--- config.mk ---
export PLATFORM = sky130hd
export DESIGN_NAME = escaped_frame_serial_codec
export DESIGN_NICKNAME = d
export VERILOG_FILES = /design/src/rtl/efsc_pkg.sv /design/src/rtl/efsc_decode.sv /design/src/rtl/efsc_outq.sv /design/src/rtl/escaped_frame_serial_codec.sv
export SDC_FILE = /design/constraint.sdc
export NUM_CORES = 1
export LEC_CHECK = 0
export CORE_MARGIN = 3
export CORE_UTILIZATION = 47
export CTS_BUF_LIST = sky130_fd_sc_hd__clkbuf_16
export DETAILED_ROUTE_END_ITERATION = 6
export DONT_BUFFER_PORTS = 1
export GPL_TIMING_DRIVEN = 1
export PLACE_DENSITY_LB_ADDON = 0.15
export RECOVER_POWER = 100
export SLEW_MARGIN = 40
export SYNTH_ARGS = -nofsm -noshare
export SYNTH_HDL_FRONTEND = slang
export SYNTH_SLANG_ARGS = --single-unit
--- constraint.sdc ---
create_clock -name clk -period 3.8 [get_ports clk]
set_input_delay 0.19 -clock clk [delete_from_list [all_inputs] [get_ports clk]]
set_output_delay 0.19 -clock clk [all_outputs]
set_load 0.005 [all_outputs]
--- src/rtl/efsc_pkg.sv ---
// efsc_pkg: shared types and constants of the escaped frame serial codec
// item and result structs, destination codes, register indexes, queue sizing
// no dependencies
package efsc_pkg;

    localparam int SYM_W     = 9;
    localparam int BYTE_W    = 8;
    localparam int DEST_W    = 2;
    localparam int CFG_IDX_W = 2;

    // result queue sizing
    localparam int OUTQ_DEPTH = 4;
    localparam int OUTQ_PTR_W = $clog2(OUTQ_DEPTH);
    localparam int OUTQ_CNT_W = $clog2(OUTQ_DEPTH + 1);

    localparam logic [DEST_W-1:0] DEST_PAYLOAD = 2'd0;
    localparam logic [DEST_W-1:0] DEST_LINE    = 2'd1;
    localparam logic [DEST_W-1:0] DEST_OPENED  = 2'd2;
    localparam logic [DEST_W-1:0] DEST_CLOSED  = 2'd3;

    localparam logic [CFG_IDX_W-1:0] CFG_START = 2'd0;
    localparam logic [CFG_IDX_W-1:0] CFG_END   = 2'd1;
    localparam logic [CFG_IDX_W-1:0] CFG_PING  = 2'd2;
    localparam logic [CFG_IDX_W-1:0] CFG_PONG  = 2'd3;

    localparam logic [SYM_W-1:0] START_RESET = 9'd257;
    localparam logic [SYM_W-1:0] END_RESET   = 9'd258;
    localparam logic [SYM_W-1:0] PING_RESET  = 9'd259;
    localparam logic [SYM_W-1:0] PONG_RESET  = 9'd260;

    localparam logic [BYTE_W-1:0] ESC_BYTE = 8'h00;

    typedef struct packed {
        logic              kind;
        logic [BYTE_W-1:0] rx_byte;
        logic [SYM_W-1:0]  tx_symbol;
    } in_item_t;

    typedef struct packed {
        logic [DEST_W-1:0] dest;
        logic [BYTE_W-1:0] data;
        logic              last;
    } out_item_t;

    // zero to two results produced by one item
    typedef struct packed {
        logic [1:0] count;
        out_item_t  r0;
        out_item_t  r1;
    } efsc_burst_t;

    typedef struct packed {
        logic [SYM_W-1:0] start_code;
        logic [SYM_W-1:0] end_code;
        logic [SYM_W-1:0] ping_code;
        logic [SYM_W-1:0] pong_code;
    } efsc_cfg_t;

endpackage

--- src/rtl/efsc_decode.sv ---
// efsc_decode: input register, escape and frame state, symbol decode
// turns one item into up to two results per cycle while the result queue has room
// depends on efsc_pkg
module efsc_decode
    import efsc_pkg::*;
(
    input  logic        clk,
    input  logic        rst_n,
    input  logic        in_valid,
    output logic        in_stall,
    input  in_item_t    in_item,
    input  efsc_cfg_t   cfg,
    input  logic        room,
    output logic        push,
    output efsc_burst_t burst
);

    logic     valid_reg;
    in_item_t item_reg;
    logic     esc_reg;
    logic     esc_next;
    logic     frame_reg;
    logic     frame_next;
    logic     advance;

    // escape a symbol onto the line: zero and control symbols go out as 00, low byte
    function automatic efsc_burst_t send_sym(input logic [SYM_W-1:0] s);
        efsc_burst_t b;
        b = '0;
        b.r0.dest = DEST_LINE;
        b.r1.dest = DEST_LINE;
        if (s[SYM_W-1] || s[BYTE_W-1:0] == ESC_BYTE)
        begin
            b.count   = 2'd2;
            b.r0.data = ESC_BYTE;
            b.r1.data = s[BYTE_W-1:0];
            b.r1.last = 1'b1;
        end
        else
        begin
            b.count   = 2'd1;
            b.r0.data = s[BYTE_W-1:0];
            b.r0.last = 1'b1;
        end
        return b;
    endfunction

    assign advance  = valid_reg && room;
    assign in_stall = valid_reg && !room;
    assign push     = advance;

    always_comb
    begin
        logic [SYM_W-1:0] sym;
        logic             take;
        sym        = '0;
        take       = 1'b0;
        esc_next   = esc_reg;
        frame_next = frame_reg;
        burst      = '0;
        if (item_reg.kind)
        begin
            burst = send_sym(item_reg.tx_symbol);
        end
        else if (esc_reg)
        begin
            esc_next = 1'b0;
            take     = 1'b1;
            sym      = (item_reg.rx_byte == ESC_BYTE) ? '0 : {1'b1, item_reg.rx_byte};
        end
        else if (item_reg.rx_byte == ESC_BYTE)
        begin
            esc_next = 1'b1;
        end
        else
        begin
            take = 1'b1;
            sym  = {1'b0, item_reg.rx_byte};
        end

        if (take)
        begin
            if (!frame_reg)
            begin
                if (sym == cfg.start_code)
                begin
                    frame_next     = 1'b1;
                    burst.count    = 2'd1;
                    burst.r0.dest  = DEST_OPENED;
                    burst.r0.last  = 1'b1;
                end
                else if (sym == cfg.ping_code)
                begin
                    burst = send_sym(cfg.pong_code);
                end
            end
            else if (sym == cfg.end_code)
            begin
                frame_next    = 1'b0;
                burst.count   = 2'd1;
                burst.r0.dest = DEST_CLOSED;
                burst.r0.last = 1'b1;
            end
            else
            begin
                burst.count   = 2'd1;
                burst.r0.dest = DEST_PAYLOAD;
                burst.r0.data = sym[BYTE_W-1:0];
                burst.r0.last = 1'b1;
            end
        end
    end

    always_ff @(posedge clk or negedge rst_n)
    begin
        if (!rst_n)
        begin
            valid_reg <= 1'b0;
            esc_reg   <= 1'b0;
            frame_reg <= 1'b0;
        end
        else
        begin
            if (in_valid && !in_stall)
            begin
                valid_reg <= 1'b1;
            end
            else if (advance)
            begin
                valid_reg <= 1'b0;
            end
            if (advance)
            begin
                esc_reg   <= esc_next;
                frame_reg <= frame_next;
            end
        end
    end

    always_ff @(posedge clk)
    begin
        if (in_valid && !in_stall)
        begin
            item_reg <= in_item;
        end
    end

    a_tx_keeps_state: assert property (@(posedge clk) disable iff (!rst_n)
        (advance && item_reg.kind) |=> (esc_reg == $past(esc_reg)
                                        && frame_reg == $past(frame_reg)))
        else $error("transmit item changed receive state");

    a_two_results_line: assert property (@(posedge clk) disable iff (!rst_n)
        (valid_reg && burst.count == 2'd2) |->
            (burst.r0.dest == DEST_LINE && burst.r1.dest == DEST_LINE
             && burst.r0.data == ESC_BYTE && burst.r1.last && !burst.r0.last))
        else $error("two-result burst is not an escaped line pair");

    a_escape_consumed: assert property (@(posedge clk) disable iff (!rst_n)
        (advance && !item_reg.kind && esc_reg) |=> !esc_reg)
        else $error("pending escape not cleared by received byte");

endmodule

--- src/rtl/efsc_outq.sv ---
// efsc_outq: four-entry result queue, takes up to two results per cycle
// when it has room for two, and sends one per transfer on the output channel
// depends on efsc_pkg
module efsc_outq
    import efsc_pkg::*;
(
    input  logic        clk,
    input  logic        rst_n,
    input  logic        push,
    input  efsc_burst_t burst,
    output logic        room,
    output logic        out_valid,
    input  logic        out_stall,
    output out_item_t   out_item
);

    out_item_t              mem_reg [OUTQ_DEPTH];
    logic [OUTQ_PTR_W-1:0]  wr_ptr_reg;
    logic [OUTQ_PTR_W-1:0]  wr_ptr_next;
    logic [OUTQ_PTR_W-1:0]  rd_ptr_reg;
    logic [OUTQ_CNT_W-1:0]  count_reg;
    logic [OUTQ_CNT_W-1:0]  count_next;
    logic [1:0]             push_n;
    logic                   pop;

    // room for a full burst regardless of what leaves this cycle
    assign room      = count_reg <= OUTQ_CNT_W'(OUTQ_DEPTH - 2);
    assign out_valid = count_reg != '0;
    assign out_item  = mem_reg[rd_ptr_reg];
    assign pop       = out_valid && !out_stall;
    assign push_n    = push ? burst.count : 2'd0;

    always_comb
    begin
        wr_ptr_next = wr_ptr_reg + OUTQ_PTR_W'(push_n);
        count_next  = count_reg + OUTQ_CNT_W'(push_n) - OUTQ_CNT_W'(pop);
    end

    always_ff @(posedge clk or negedge rst_n)
    begin
        if (!rst_n)
        begin
            wr_ptr_reg <= '0;
            rd_ptr_reg <= '0;
            count_reg  <= '0;
        end
        else
        begin
            wr_ptr_reg <= wr_ptr_next;
            count_reg  <= count_next;
            if (pop)
            begin
                rd_ptr_reg <= rd_ptr_reg + 1'b1;
            end
        end
    end

    always_ff @(posedge clk)
    begin
        if (push_n != 2'd0)
        begin
            mem_reg[wr_ptr_reg] <= burst.r0;
        end
        if (push_n == 2'd2)
        begin
            mem_reg[wr_ptr_reg + 1'b1] <= burst.r1;
        end
    end

    a_count_bound: assert property (@(posedge clk) disable iff (!rst_n)
        count_reg <= OUTQ_CNT_W'(OUTQ_DEPTH))
        else $error("result queue overflow");

    a_push_needs_room: assert property (@(posedge clk) disable iff (!rst_n)
        (push_n != 2'd0) |-> room)
        else $error("burst written without room");

    a_pop_only: assert property (@(posedge clk) disable iff (!rst_n)
        (pop && push_n == 2'd0) |=> count_reg == $past(count_reg) - 1'b1)
        else $error("queue count wrong after transfer");

endmodule

--- src/rtl/escaped_frame_serial_codec.sv ---
// escaped_frame_serial_codec: top level, configuration registers and the
// decode stage feeding the result queue
// depends on efsc_pkg, efsc_decode, efsc_outq
//
//  channel   direction  handshake             payload
//  in        sink       in_valid / in_stall   in_item (in_item_t)
//  out       source     out_valid / out_stall out_item (out_item_t)
//  cfg       sink       cfg_valid / cfg_ready cfg_index, cfg_data
//
// an item with one or no result is taken every cycle while out_stall is
// low; an item that escapes onto the line makes two results and the
// one-per-cycle output port sets the pace. items pass the input register,
// then the result queue. reset clears codes to defaults, escape and frame
// state and the queue. in_stall rises only when the input register holds
// an item and the result queue has no room for two more results.
module escaped_frame_serial_codec
    import efsc_pkg::*;
(
    input  logic                 clk,
    input  logic                 rst_n,
    input  logic                 in_valid,
    output logic                 in_stall,
    input  in_item_t             in_item,
    output logic                 out_valid,
    input  logic                 out_stall,
    output out_item_t            out_item,
    input  logic                 cfg_valid,
    output logic                 cfg_ready,
    input  logic [CFG_IDX_W-1:0] cfg_index,
    input  logic [SYM_W-1:0]     cfg_data
);

    efsc_cfg_t   cfg_reg;
    efsc_burst_t burst;
    logic        room;
    logic        push;

    assign cfg_ready = 1'b1;

    always_ff @(posedge clk or negedge rst_n)
    begin
        if (!rst_n)
        begin
            cfg_reg.start_code <= START_RESET;
            cfg_reg.end_code   <= END_RESET;
            cfg_reg.ping_code  <= PING_RESET;
            cfg_reg.pong_code  <= PONG_RESET;
        end
        else if (cfg_valid && cfg_ready)
        begin
            unique case (cfg_index)
                CFG_START: cfg_reg.start_code <= cfg_data;
                CFG_END:   cfg_reg.end_code   <= cfg_data;
                CFG_PING:  cfg_reg.ping_code  <= cfg_data;
                CFG_PONG:  cfg_reg.pong_code  <= cfg_data;
                default:   cfg_reg            <= cfg_reg;
            endcase
        end
    end

    efsc_decode u_decode (
        .clk      (clk),
        .rst_n    (rst_n),
        .in_valid (in_valid),
        .in_stall (in_stall),
        .in_item  (in_item),
        .cfg      (cfg_reg),
        .room     (room),
        .push     (push),
        .burst    (burst)
    );

    efsc_outq u_outq (
        .clk       (clk),
        .rst_n     (rst_n),
        .push      (push),
        .burst     (burst),
        .room      (room),
        .out_valid (out_valid),
        .out_stall (out_stall),
        .out_item  (out_item)
    );

endmodule

==> results.sh, run 1 <==
export IMPL_drt_initial_drc_count=213
export IMPL_tightestPinTransition_ns=2.523
export IMPL_cts_root_buf="clkbuf_16"
export IMPL_fin_setup_tns_ns=0
export IMPL_critPathLaunchType="flop"
export IMPL_track_usage_pct=19.97
export IMPL_dieArea_mm2=0.01320
export IMPL_finalClockSkew_ns=0.009957
export IMPL_vias_per_cell=5.858
export IMPL_grt_overflow_total=0
export IMPL_grt_pass1_vias=3699
export IMPL_numClockSinks=108
export IMPL_area_delta_synth_final_pct=12.55
export IMPL_synth_area_mm2=0.005574
export IMPL_yosys_area_share_adder_pct=1.257
export IMPL_max_freq_mhz=283.9
export IMPL_nets=515
export IMPL_path_clk_slew_ns=0.07
export IMPL_ys_ff_latch=108
export IMPL_status="finished, violations left"
export IMPL_most_common_layout_cells="edfxtp_1 (58), dfrtp_1 (37), nor2_1 (36), mux2_2 (36), dlygate4sd3_1 (29)"
export IMPL_totalWireLength_mm=12.61
export IMPL_grt_pass1_wl_mm=19.98
export IMPL_portBuffers=0
export IMPL_grt_start_max_net_pins=47
export IMPL_endpoint_kind="flop"
export IMPL_yosys_area_share_simple_pct=11.16
export IMPL_criticalPathCategory="reg2reg"
export IMPL_hold_path_depth=2
export IMPL_post_cts_buffers=0
export IMPL_synthesis_nets=486
export IMPL_synth_warnings=0
export IMPL_initial_utilization_pct=48.40
export IMPL_synth_area_per_cell_um2=12.47
export IMPL_cts_buffers=9
export IMPL_finalHoldViolations=0
export IMPL_ys_seq_area_share_pct=53.54
export IMPL_period_needed_ns=3.523
export IMPL_synth_flop_cell="edfxtp_1"
export IMPL_clk_latency_ns=0.35
export IMPL_p_leak_nw=2.166
export IMPL_cts_resized_gates=0
export IMPL_pwr_density_cell_mw_per_mm2=594.6
export IMPL_muxShareOfSynthArea_pct=12.53
export IMPL_drive_gt1_share_pct=18.92
export IMPL_timing_final_ws_setup_ns=0.2773
export IMPL_async_flop_share_pct=42.59
export IMPL_fill_cells=981
export IMPL_final_common_cell="edfxtp_1"
export IMPL_synthCells=447
export IMPL_ir_drop_mv=0.3039
export IMPL_reg2reg_depth=9
export IMPL_hpwl_mm=9.521
export IMPL_hp_class="in2reg"
export IMPL_die_x_um=114.9
export IMPL_crit_required_ns=3.98
export IMPL_largest_register_ffs=44
export IMPL_cts_tree="built"
export IMPL_dp_slack_ns=0.3241
export IMPL_finalSetupViolations=0
export IMPL_cap_viol_max_count=1
export IMPL_synth_xor_area_share_pct=3.300
export IMPL_netlist_cell_type_count=64
export IMPL_grt_setup_unrepaired="false"
export IMPL_drc=0
export IMPL_synth_compound_area_share_pct=14.64
export IMPL_gp_congestion=0.9006
export IMPL_arrival_ns=3.70
export IMPL_antenna_found_initial=1
export IMPL_ant_nets=0
export IMPL_cp_max_fo=16
export IMPL_htreeDepth=3
export IMPL_io_pins=48
export IMPL_dr_pass1_iters=4
export IMPL_fin_crit_sh_pct=92.70
export IMPL_maxSlewHeadroom_pct=-68.17
export IMPL_die_h_um=114.9
export IMPL_cts_buffer_depth=2
export IMPL_synth_edff_count=58
export IMPL_failed_checks="capacitance limit, slew limit"
export IMPL_detail_route_wl_per_cell_um=20.17
export IMPL_vias=3661
export IMPL_rows=39
export IMPL_synth_top_family_by_area="compound AO/OA/AOI/OAI gates"
export IMPL_slew_violations=47
export IMPL_core_area_mm2=0.01152
## power by group
part | internal, mW | switching (mW) | leakage, nW | total (mW)
combinational | 0.476 | 0.516 | 0.948 | 0.992
clock | 0.502 | 0.392 | 0.141 | 0.893
sequential | 1.54 | 0.302 | 1.08 | 1.84
## metrics by stage
step / total power [mW] / cells / hold WS (ns) / area (um^2) / util (%)
floorplan: 2.572 / 447 / -0.1056 / 5574 / -
global placement: 2.806 / 578 / -0.1030 / 5703 / 49.52
detailed placement: 2.840 / 578 / -0.1029 / 5703 / 49.52
CTS: 3.781 / 624 / 0.08146 / 6307 / 54.77
global route: 3.958 / 625 / 0.1043 / 6274 / 54.48
finish: 3.730 / 625 / 0.09720 / 6274 / 54.48
## synthesized netlist by cell type, drive strengths merged, types with 6 or more instances
master  number  share of area (%)
buf         19                2.0
o21a         8                1.1
a32oi        6               0.94
and2         8               0.99
dfrtp       37                 17
nand2b       6               0.67
mux4        11                4.4
nor2        36                2.4
inv         21                1.4
o21ai       19                2.3
xnor2       17                2.7
o22ai       28                3.1
dfstp        9                4.2
nand4       11                1.2
edfxtp      58                 31
a22oi       17                2.4
nand2       13               0.88
mux2        37                7.5
## cells by family (layout without fill, tap and decap cells)
group           count (synthesis)  after routing
mux                            51             51
other cells                     1              2
flops                         108            108
buf+inv                        42             76
simple gates                  109            109
fa+ha+maj                       5              5
compound gates                110            110
xor+xnor                       21             21
## worst paths after layout
check / from / end / slack (ns)
max in group asynchronous: rst_n / cfg_reg[18] / 1.19
worst min register to register: u_outq.count_reg[2] / u_outq.count_reg[2] / 0.49
worst max register to register: u_decode.item_reg[13] / u_outq.mem_reg[3][4] / 0.28
min in group asynchronous: rst_n / cfg_reg[4] / 1.18
worst min-delay path: out_stall / u_outq.rd_ptr_reg[0] / 0.1
worst max-delay path: u_decode.item_reg[13] / u_outq.mem_reg[3][4] / 0.28
## routing by layer
| metal | wire (um) | vias to the layer above | global-route usage (%) |
|---|---|---|---|
| met5 | 0 | - | 0 |
| met4 | 285 | 0 | 6.964 |
| met3 | 619 | 20 | 5.474 |
| met2 | 6194 | 90 | 32.48 |
| met1 | 5509 | 1777 | 25.82 |
| li1 | - | 1774 | - |
## critical path, cell delays in order, from the launching register on
cell	delay [ns]
edfxtp_1	0.57
nor4_4	0.39
a311oi_2	0.23
a311o_2	0.45
a2111oi_4	0.40
buf_4	0.30
o21ai_1	0.24
nand2_1	0.13
clkbuf_2	0.36
a21boi_1	0.27
## final cells by class
class	instances	area (um^2)	share of cell area, %
Inverter	21	78.83	1.256
Multi-Input combinational cell	297	2391	38.11
Sequential cell	108	2984	47.57
Clock buffer	9	225.2	3.590
Antenna cell	1	2.502	0.03989
Clock inverter	7	61.31	0.9773
Tap cell	143	178.9	2.852
Timing Repair Buffer	39	351.6	5.604
## what timing repair did
| item | 4_1_cts | 5_1_grt |
|---|---|---|
| setup endpoints to repair | 0 | 0 |
| hold buffers | 30 | 0 |
| hold endpoints to repair | 101 | 0 |
Note: power is estimated with default switching activity, not from simulation.
==> run 2, diff against run 1 <==
Settings changed: ABC_AREA set to 1.
==> run 2 against run 1 <==
The run still ends with capacitance limit, slew limit left. Hold slack got worse by 0.069 ns. Sequential share of layout area up 0.31 points. Critical endpoint is now u_outq.count_reg[2]. Total power up 4.8%. Count of clock-buffer cells in the layout is the same. Worst setup slack better by 0.24 ns. Highest routed layer unchanged. Combinational power increased by 28%. Largest cell class unchanged. Wire length increased by 4.7%.
==> results.sh, run 2 <==
export IMPL_vias=4407
export IMPL_final_instance_count_excl_fill=849
export IMPL_hpwl_mm=10.13
export IMPL_ir_drop_mv=0.3804
export IMPL_synth_compound_area_share_pct=9.234
export IMPL_synth_area_leaders="edfxtp_1 (30%), dfrtp_1 (16%), nand2_1 (16%)"
export IMPL_htreeDepth=3
export IMPL_reg2reg_depth=16
export IMPL_endpoint_kind="flop"
export IMPL_p_leak_nw=2.804
export IMPL_synth_area_per_cell_um2=8.380
export IMPL_synth_warnings=0
export IMPL_path_clk_slew_ns=0.07
export IMPL_synth_edff_count=58
export IMPL_synthesis_nets=723
export IMPL_nets=740
export IMPL_fin_setup_tns_ns=0
export IMPL_detail_route_wl_per_cell_um=15.55
export IMPL_track_usage_pct=20.93
export IMPL_area_delta_synth_final_pct=8.754
export IMPL_dp_cells=812
export IMPL_portBuffers=0
export IMPL_antenna_found_initial=0
export IMPL_hold_path_depth=2
export IMPL_crit_required_ns=4.08
export IMPL_finalClockSkew_ns=0.005357
export IMPL_antenna_cells=0
export IMPL_async_flop_share_pct=42.59
export IMPL_largest_register_ffs=44
export IMPL_initial_utilization_pct=49.15
export IMPL_synth_commonest_cells="nand2_1 (239), o21ai_0 (80), inv_1 (67), nor2_1 (59), edfxtp_1 (58)"
export IMPL_vias_per_cell=5.191
export IMPL_yosys_area_share_simple_pct=28.36
export IMPL_synthCells=684
export IMPL_netlist_cell_type_count=36
export IMPL_rr_startpoint="u_decode.item_reg[17]"
export IMPL_regToRegSetupSlack_ns=0.52
export IMPL_synth_top_area_share_pct=30.39
export IMPL_grt_pass1_wl_mm=21.49
export IMPL_gp_congestion=0.9236
export IMPL_failed_checks="capacitance limit, slew limit"
export IMPL_drc=0
export IMPL_post_cts_buffers=0
export IMPL_fill_cells=1084
export IMPL_synth_flop_cell="edfxtp_1"
export IMPL_pwr_density_cell_mw_per_mm2=626.9
export IMPL_hold_start="cfg_data[8]"
export IMPL_slew_violations=66
export IMPL_ys_seq_area_share_pct=52.06
export IMPL_cts_root_buf="clkbuf_16"
export IMPL_die_x_um=116.4
export IMPL_status="finished, violations left"
export IMPL_drive_gt1_share_pct=6.091
export IMPL_arrival_ns=3.56
export IMPL_multi_input_area_mm2=0.002318
export IMPL_ys_ff_latch=108
export IMPL_hold_end="cfg_reg[17]"
export IMPL_io_pins=48
export IMPL_numClockSinks=108
export IMPL_rows=39
export IMPL_critPathLaunchType="flop"
export IMPL_ant_nets=0
export IMPL_grt_start_max_net_pins=47
export IMPL_synth_area_mm2=0.005732
export IMPL_fin_crit_sh_pct=86.36
export IMPL_drt_initial_drc_count=282
export IMPL_period_needed_ns=3.282
export IMPL_finalSetupViolations=0
export IMPL_yosys_area_share_adder_pct=1.222
export IMPL_synth_xor_area_share_pct=2.139
export IMPL_die_h_um=116.4
export IMPL_cts_buffer_depth=2
export IMPL_hp_class="in2reg"
export IMPL_synth_top_family_by_area="simple AND/OR/NAND/NOR gates"
export IMPL_cts_tree="built"
export IMPL_dieArea_mm2=0.01356
export IMPL_cts_buffers=9
export IMPL_criticalPathCategory="reg2reg"
export IMPL_ctsHoldBuffers=21
export IMPL_max_freq_mhz=304.7
export IMPL_tightestPinTransition_ns=2.464
export IMPL_cp_max_fo=20
export IMPL_grt_pass1_vias=4258
export IMPL_finalHoldViolations=0
export IMPL_grt_overflow_total=0
export IMPL_cts_resized_gates=0
export IMPL_clk_latency_ns=0.36
export IMPL_muxShareOfSynthArea_pct=0
export IMPL_grt_setup_unrepaired="false"
export IMPL_dr_pass1_iters=6
export IMPL_most_common_layout_cells="nand2_1 (244), o21ai_0 (80), inv_1 (73)"
export IMPL_final_common_cell="nand2_1"
export IMPL_yosysMostFrequentCell="nand2_1"
export IMPL_seq_area_mm2=0.002984
export IMPL_totalWireLength_mm=13.20
export IMPL_maxSlewHeadroom_pct=-64.29
export IMPL_cap_viol_max_count=2
export IMPL_core_area_mm2=0.01166
export IMPL_r2r_end="u_outq.count_reg[2]"
export IMPL_synth_top_cell_by_area="edfxtp_1"
## run 2: cell types whose count changed in the layout (fill, tap and decap cells not counted), sizes merged, moves of 30 or more
cell   change
mux2      -37
inv       +53
o21ai     +61
nand2    +243
nor2      +30
## run 2: power breakdown
| part | internal [mW] | total [mW] | switching [mW] | leakage [nW] |
|---|---|---|---|---|
| registers | 1.58 | 1.81 | 0.236 | 1.11 |
| clock network | 0.430 | 0.829 | 0.398 | 0.135 |
| logic | 0.392 | 1.27 | 0.875 | 1.56 |
## run 2: cell type report
class                   count  share of cell area (%)
clock inverters             7                  0.4817
clock buffers               9                   3.613
flip-flops and latches    108                   47.87
well taps                 143                   2.870
repair buffers             21                   3.272
inverters                  76                   4.697
multi-input cells         485                   37.19
## run 2: per-layer routing
layer | up-vias | global-route usage [%] | share of wire [%]
met5 | - | 0 | 0
met4 | 0 | 7.038 | 2.4
met3 | 22 | 6.114 | 5.3
met2 | 125 | 35.85 | 50
met1 | 2024 | 25.34 | 43
li1 | 2236 | - | -
## run 2: stage by stage
stage               instance area, um^2  hold slack, ns  setup slack (ns)  power, mW  util (%)
floorplan                          5732         -0.1056             1.058      2.810         -
global placement                   5812         -0.1042            0.8105      3.076     49.83
detailed placement                 5817         -0.1044            0.7083      3.124     49.88
CTS                                6300        0.008483            0.6694      3.989     54.02
global route                       6233         0.02308            0.2160      4.203     53.45
finish                             6233         0.02863            0.5182      3.908     53.45
## run 2: worst max-delay path by stage
stage                                endpoint                  start
after floorplan           u_outq.count_reg[2]  u_decode.item_reg[17]
after global placement    u_outq.count_reg[2]  u_decode.item_reg[17]
after detailed placement  u_outq.count_reg[2]  u_decode.item_reg[17]
after CTS                 u_outq.count_reg[2]  u_decode.item_reg[17]
after global routing      u_outq.count_reg[2]  u_decode.item_reg[17]
final                     u_outq.count_reg[2]  u_decode.item_reg[17]
## run 2: kinds of logic after synthesis
logic type	count (synthesis)
simple gates	362
fa+ha+maj	5
compound gates	103
other cells	1
xor+xnor	14
flops	108
buf+inv	91
## run 2: critical path: stages (launching register included)
cell      delay [ns]
edfxtp_1        0.56
inv_6           0.27
nand2_1         0.17
nand2_1         0.09
nand2_1         0.05
inv_1           0.04
nand2_1         0.05
nor2_2          0.07
nand2_1         0.14
nor2_8          0.19
nand4_4         0.15
nand2_1         0.19
nand2_8         0.11
ha_1            0.33
fa_1            0.44
xnor2_1         0.17
xor2_1          0.17
==> run 3, diff against run 2 <==
Settings changed: SYNTH_HIERARCHICAL set to 1.
Clock period 3.8 ns to 3.52 ns, I/O delays scaled along.
==> run 3 against run 2 <==
The flow still finishes with violations (capacitance limit, slew limit). Largest cell class unchanged. Critical endpoint is now u_outq/mem_reg[3][5]. Die area up 9.8%. Total power up 17%. Via count up 25%. Flip-flop and latch count unchanged. Wire length up 21%. Register-to-register slack worse by 0.16 ns. Final cell count up 23%. Clock power up 30%. Global-route usage up 2.0 points.
==> results.sh, run 3 <==
export IMPL_grt_setup_unrepaired="true"
export IMPL_grt_pass1_vias=5320
export IMPL_path_clk_slew_ns=0.07
export IMPL_critPathLaunchType="flop"
export IMPL_grt_start_max_net_pins=47
export IMPL_ant_nets=0
export IMPL_initial_utilization_pct=49.13
export IMPL_whs_ns=0.008281
export IMPL_io_pins=48
export IMPL_endpoint_kind="flop"
export IMPL_hp_class="in2reg"
export IMPL_die_h_um=122.0
export IMPL_wl_met1_mm=6.687
export IMPL_die_x_um=122.0
export IMPL_cts_buffers=9
export IMPL_synth_top_family_by_area="simple AND/OR/NAND/NOR gates"
export IMPL_criticalPathCategory="reg2reg"
export IMPL_status="finished, violations left"
export IMPL_dr_wl_met3_um=700
export IMPL_synth_area_mm2=0.006326
export IMPL_ys_seq_area_share_pct=47.80
export IMPL_synth_area_leaders="edfxtp_1 (29%), nand2_1 (21%), dfrtp_1 (15%)"
export IMPL_vias_per_cell=5.258
export IMPL_antenna_cells=0
export IMPL_slew_violations=47
export IMPL_synth_top_area_share_pct=29.43
export IMPL_synth_edff_count=62
export IMPL_synthesis_nets=876
export IMPL_fin_crit_sh_pct=89.94
export IMPL_max_freq_mhz=315.9
export IMPL_synth_xor_area_share_pct=0.2769
export IMPL_final_instance_count_excl_fill=1045
export IMPL_most_common_layout_cells="nand2_1 (357), nand3_1 (76), inv_1 (75)"
export IMPL_drive_gt1_share_pct=7.102
export IMPL_cts_tree="built"
export IMPL_arrival_ns=3.23
export IMPL_final_util_pct=55.29
export IMPL_period_needed_ns=3.166
export IMPL_yosysMostFrequentCell="nand2_1"
export IMPL_drt_initial_drc_count=434
export IMPL_cts_buffer_depth=2
export IMPL_ir_drop_mv=0.2609
export IMPL_async_flop_share_pct=42.59
export IMPL_maxSlewHeadroom_pct=-62.44
export IMPL_cts_root_buf="clkbuf_16"
export IMPL_synth_warnings=6
export IMPL_hold_path_depth=2
export IMPL_cp_max_fo=16
export IMPL_ys_ff_latch=108
export IMPL_totalWireLength_mm=16.02
export IMPL_clk_latency_ns=0.36
export IMPL_pwr_density_cell_mw_per_mm2=639.5
export IMPL_synth_commonest_cells="nand2_1 (358), nand3_1 (76), inv_1 (74), edfxtp_1 (62), nor2_1 (62)"
export IMPL_largest_register_ffs=44
export IMPL_numClockSinks=108
export IMPL_top_layer="met4"
export IMPL_tightestPinTransition_ns=2.437
export IMPL_finalHoldViolations=0
export IMPL_muxShareOfSynthArea_pct=0
export IMPL_core_area_mm2=0.01288
export IMPL_dieArea_mm2=0.01489
export IMPL_cap_viol_max_count=1
export IMPL_drc=0
export IMPL_synth_flop_cell="edfxtp_1"
export IMPL_grt_pass1_wl_mm=26.56
export IMPL_finalClockSkew_ns=0.009812
export IMPL_rr_startpoint="u_decode/item_reg[17]"
export IMPL_dp_cells=986
export IMPL_r2r_end="u_outq/mem_reg[3][5]"
export IMPL_area_delta_synth_final_pct=12.54
export IMPL_portBuffers=0
export IMPL_synth_area_per_cell_um2=7.558
export IMPL_wl_met2_mm=8.165
export IMPL_yosys_area_share_simple_pct=38.39
export IMPL_power_total_mw=4.553
export IMPL_failed_checks="capacitance limit, slew limit"
export IMPL_track_usage_pct=22.95
export IMPL_hold_start="cfg_valid"
export IMPL_gp_congestion=0.8772
export IMPL_timing_final_ws_setup_ns=0.3540
export IMPL_hold_end="cfg_reg[11]"
export IMPL_dr_pass1_iters=5
export IMPL_yosys_area_share_adder_pct=1.108
export IMPL_nets=907
export IMPL_rows=41
export IMPL_crit_required_ns=3.58
export IMPL_antenna_found_initial=0
export IMPL_synth_top_cell_by_area="edfxtp_1"
export IMPL_netlist_cell_type_count=31
export IMPL_finalSetupViolations=0
export IMPL_vias=5495
export IMPL_dp_slack_ns=0.2156
export IMPL_regToRegSetupSlack_ns=0.35
export IMPL_p_leak_nw=3.445
export IMPL_detail_route_wl_per_cell_um=15.33
export IMPL_synth_compound_area_share_pct=3.877
export IMPL_grt_overflow_total=0
export IMPL_final_common_cell="nand2_1"
export IMPL_reg2reg_depth=16
export IMPL_hpwl_mm=11.98
export IMPL_htreeDepth=3
export IMPL_synthCells=837
==> run 3: changes by cell type after synthesis, moves of 10 or more <==
cell / change
nand2_1: +119
o21ai_0: -40
nand3_1: +58
nand2_4: -10
nand4_1: +28
buf_2: +11
==> run 3: cells by family (layout without fill, tap and decap cells) <==
group | Yosys count | in the layout
AND/OR/NAND/NOR | 560 | 560
buffers and inverters | 112 | 148
flip-flops | 108 | 108
AO/OA/AOI/OAI | 48 | 48
adder cells (fa/ha/maj) | 5 | 5
other | 2 | 2
XOR/XNOR | 2 | 2
==> run 3: repair_timing <==
action	4_1_cts	5_1_grt
buffers inserted	0	4
endpoints found under the hold margin	97	1
setup endpoints to repair	0	30
gates resized for setup	0	6
hold buffers	38	1
==> run 3: worst max-delay path by stage <==
stage | startpoint | end | slack, ns | depth (start not counted)
2_1_floorplan | u_decode/item_reg[17] | u_outq/mem_reg[0][0] | 0.39 | 14
3_3_place_gp | u_decode/item_reg[17] | u_outq/count_reg[2] | 0.31 | 18
3_5_place_dp | u_decode/item_reg[17] | u_outq/count_reg[2] | 0.22 | 18
4_1_cts | u_decode/item_reg[17] | u_outq/count_reg[2] | 0.19 | 18
5_1_grt | u_decode/item_reg[17] | u_outq/count_reg[2] | -0.01 | 18
6_report | u_decode/item_reg[17] | u_outq/mem_reg[3][5] | 0.35 | 16
==> run 3: worst max-delay path, stage by stage (launching register included) <==
cell and delay, ns:
edfxtp_1 0.47, clkinv_4 0.17, buf_4 0.18, nand3_1 0.08
nand2_1 0.06, nor2_1 0.10, nand2_1 0.11, nor2_4 0.22
nand2_2 0.10, nor2_4 0.17, nand2_2 0.08, o22ai_1 0.19
nand2_2 0.13, nor2_4 0.28, nand2_4 0.16, o21ai_0 0.13
buf_4 0.23
==> run 3: metal layers <==
| metal | GRT usage [%] | up-vias |
|---|---|---|
| met2 | 40.02 | 169 |
| li1 | - | 2767 |
| met5 | 0 | - |
| met1 | 28.17 | 2529 |
| met4 | 9.874 | 0 |
| met3 | 3.668 | 30 |
==> run 3: report_power, final <==
group | switching, mW | internal, mW | leakage [nW]
Sequential | 0.236 | 1.69 | 1.12
Combinational | 1.05 | 0.494 | 2.17
Clock | 0.455 | 0.621 | 0.151
==> run 3: per-stage QoR <==
| stage | instance area, um^2 | TNS [ns] |
|---|---|---|
| after floorplan | 6326 | 0 |
| after global placement | 6387 | 0 |
| final | 7119 | 0 |
| after CTS | 7103 | 0 |
| after detailed placement | 6389 | 0 |
| after global routing | 7119 | -0.01276 |
==> run 3: final cells by class <==
| cell class | count | area (um^2) |
|---|---|---|
| fillers | 1199 | 5757 |
| flip-flops and latches | 108 | 3025 |
| multi-input cells | 617 | 2769 |
| repair buffers | 55 | 499.2 |
| inverters | 77 | 294.0 |
| clock buffers | 9 | 225.2 |
| well taps | 172 | 215.2 |
| clock inverters | 7 | 91.34 |
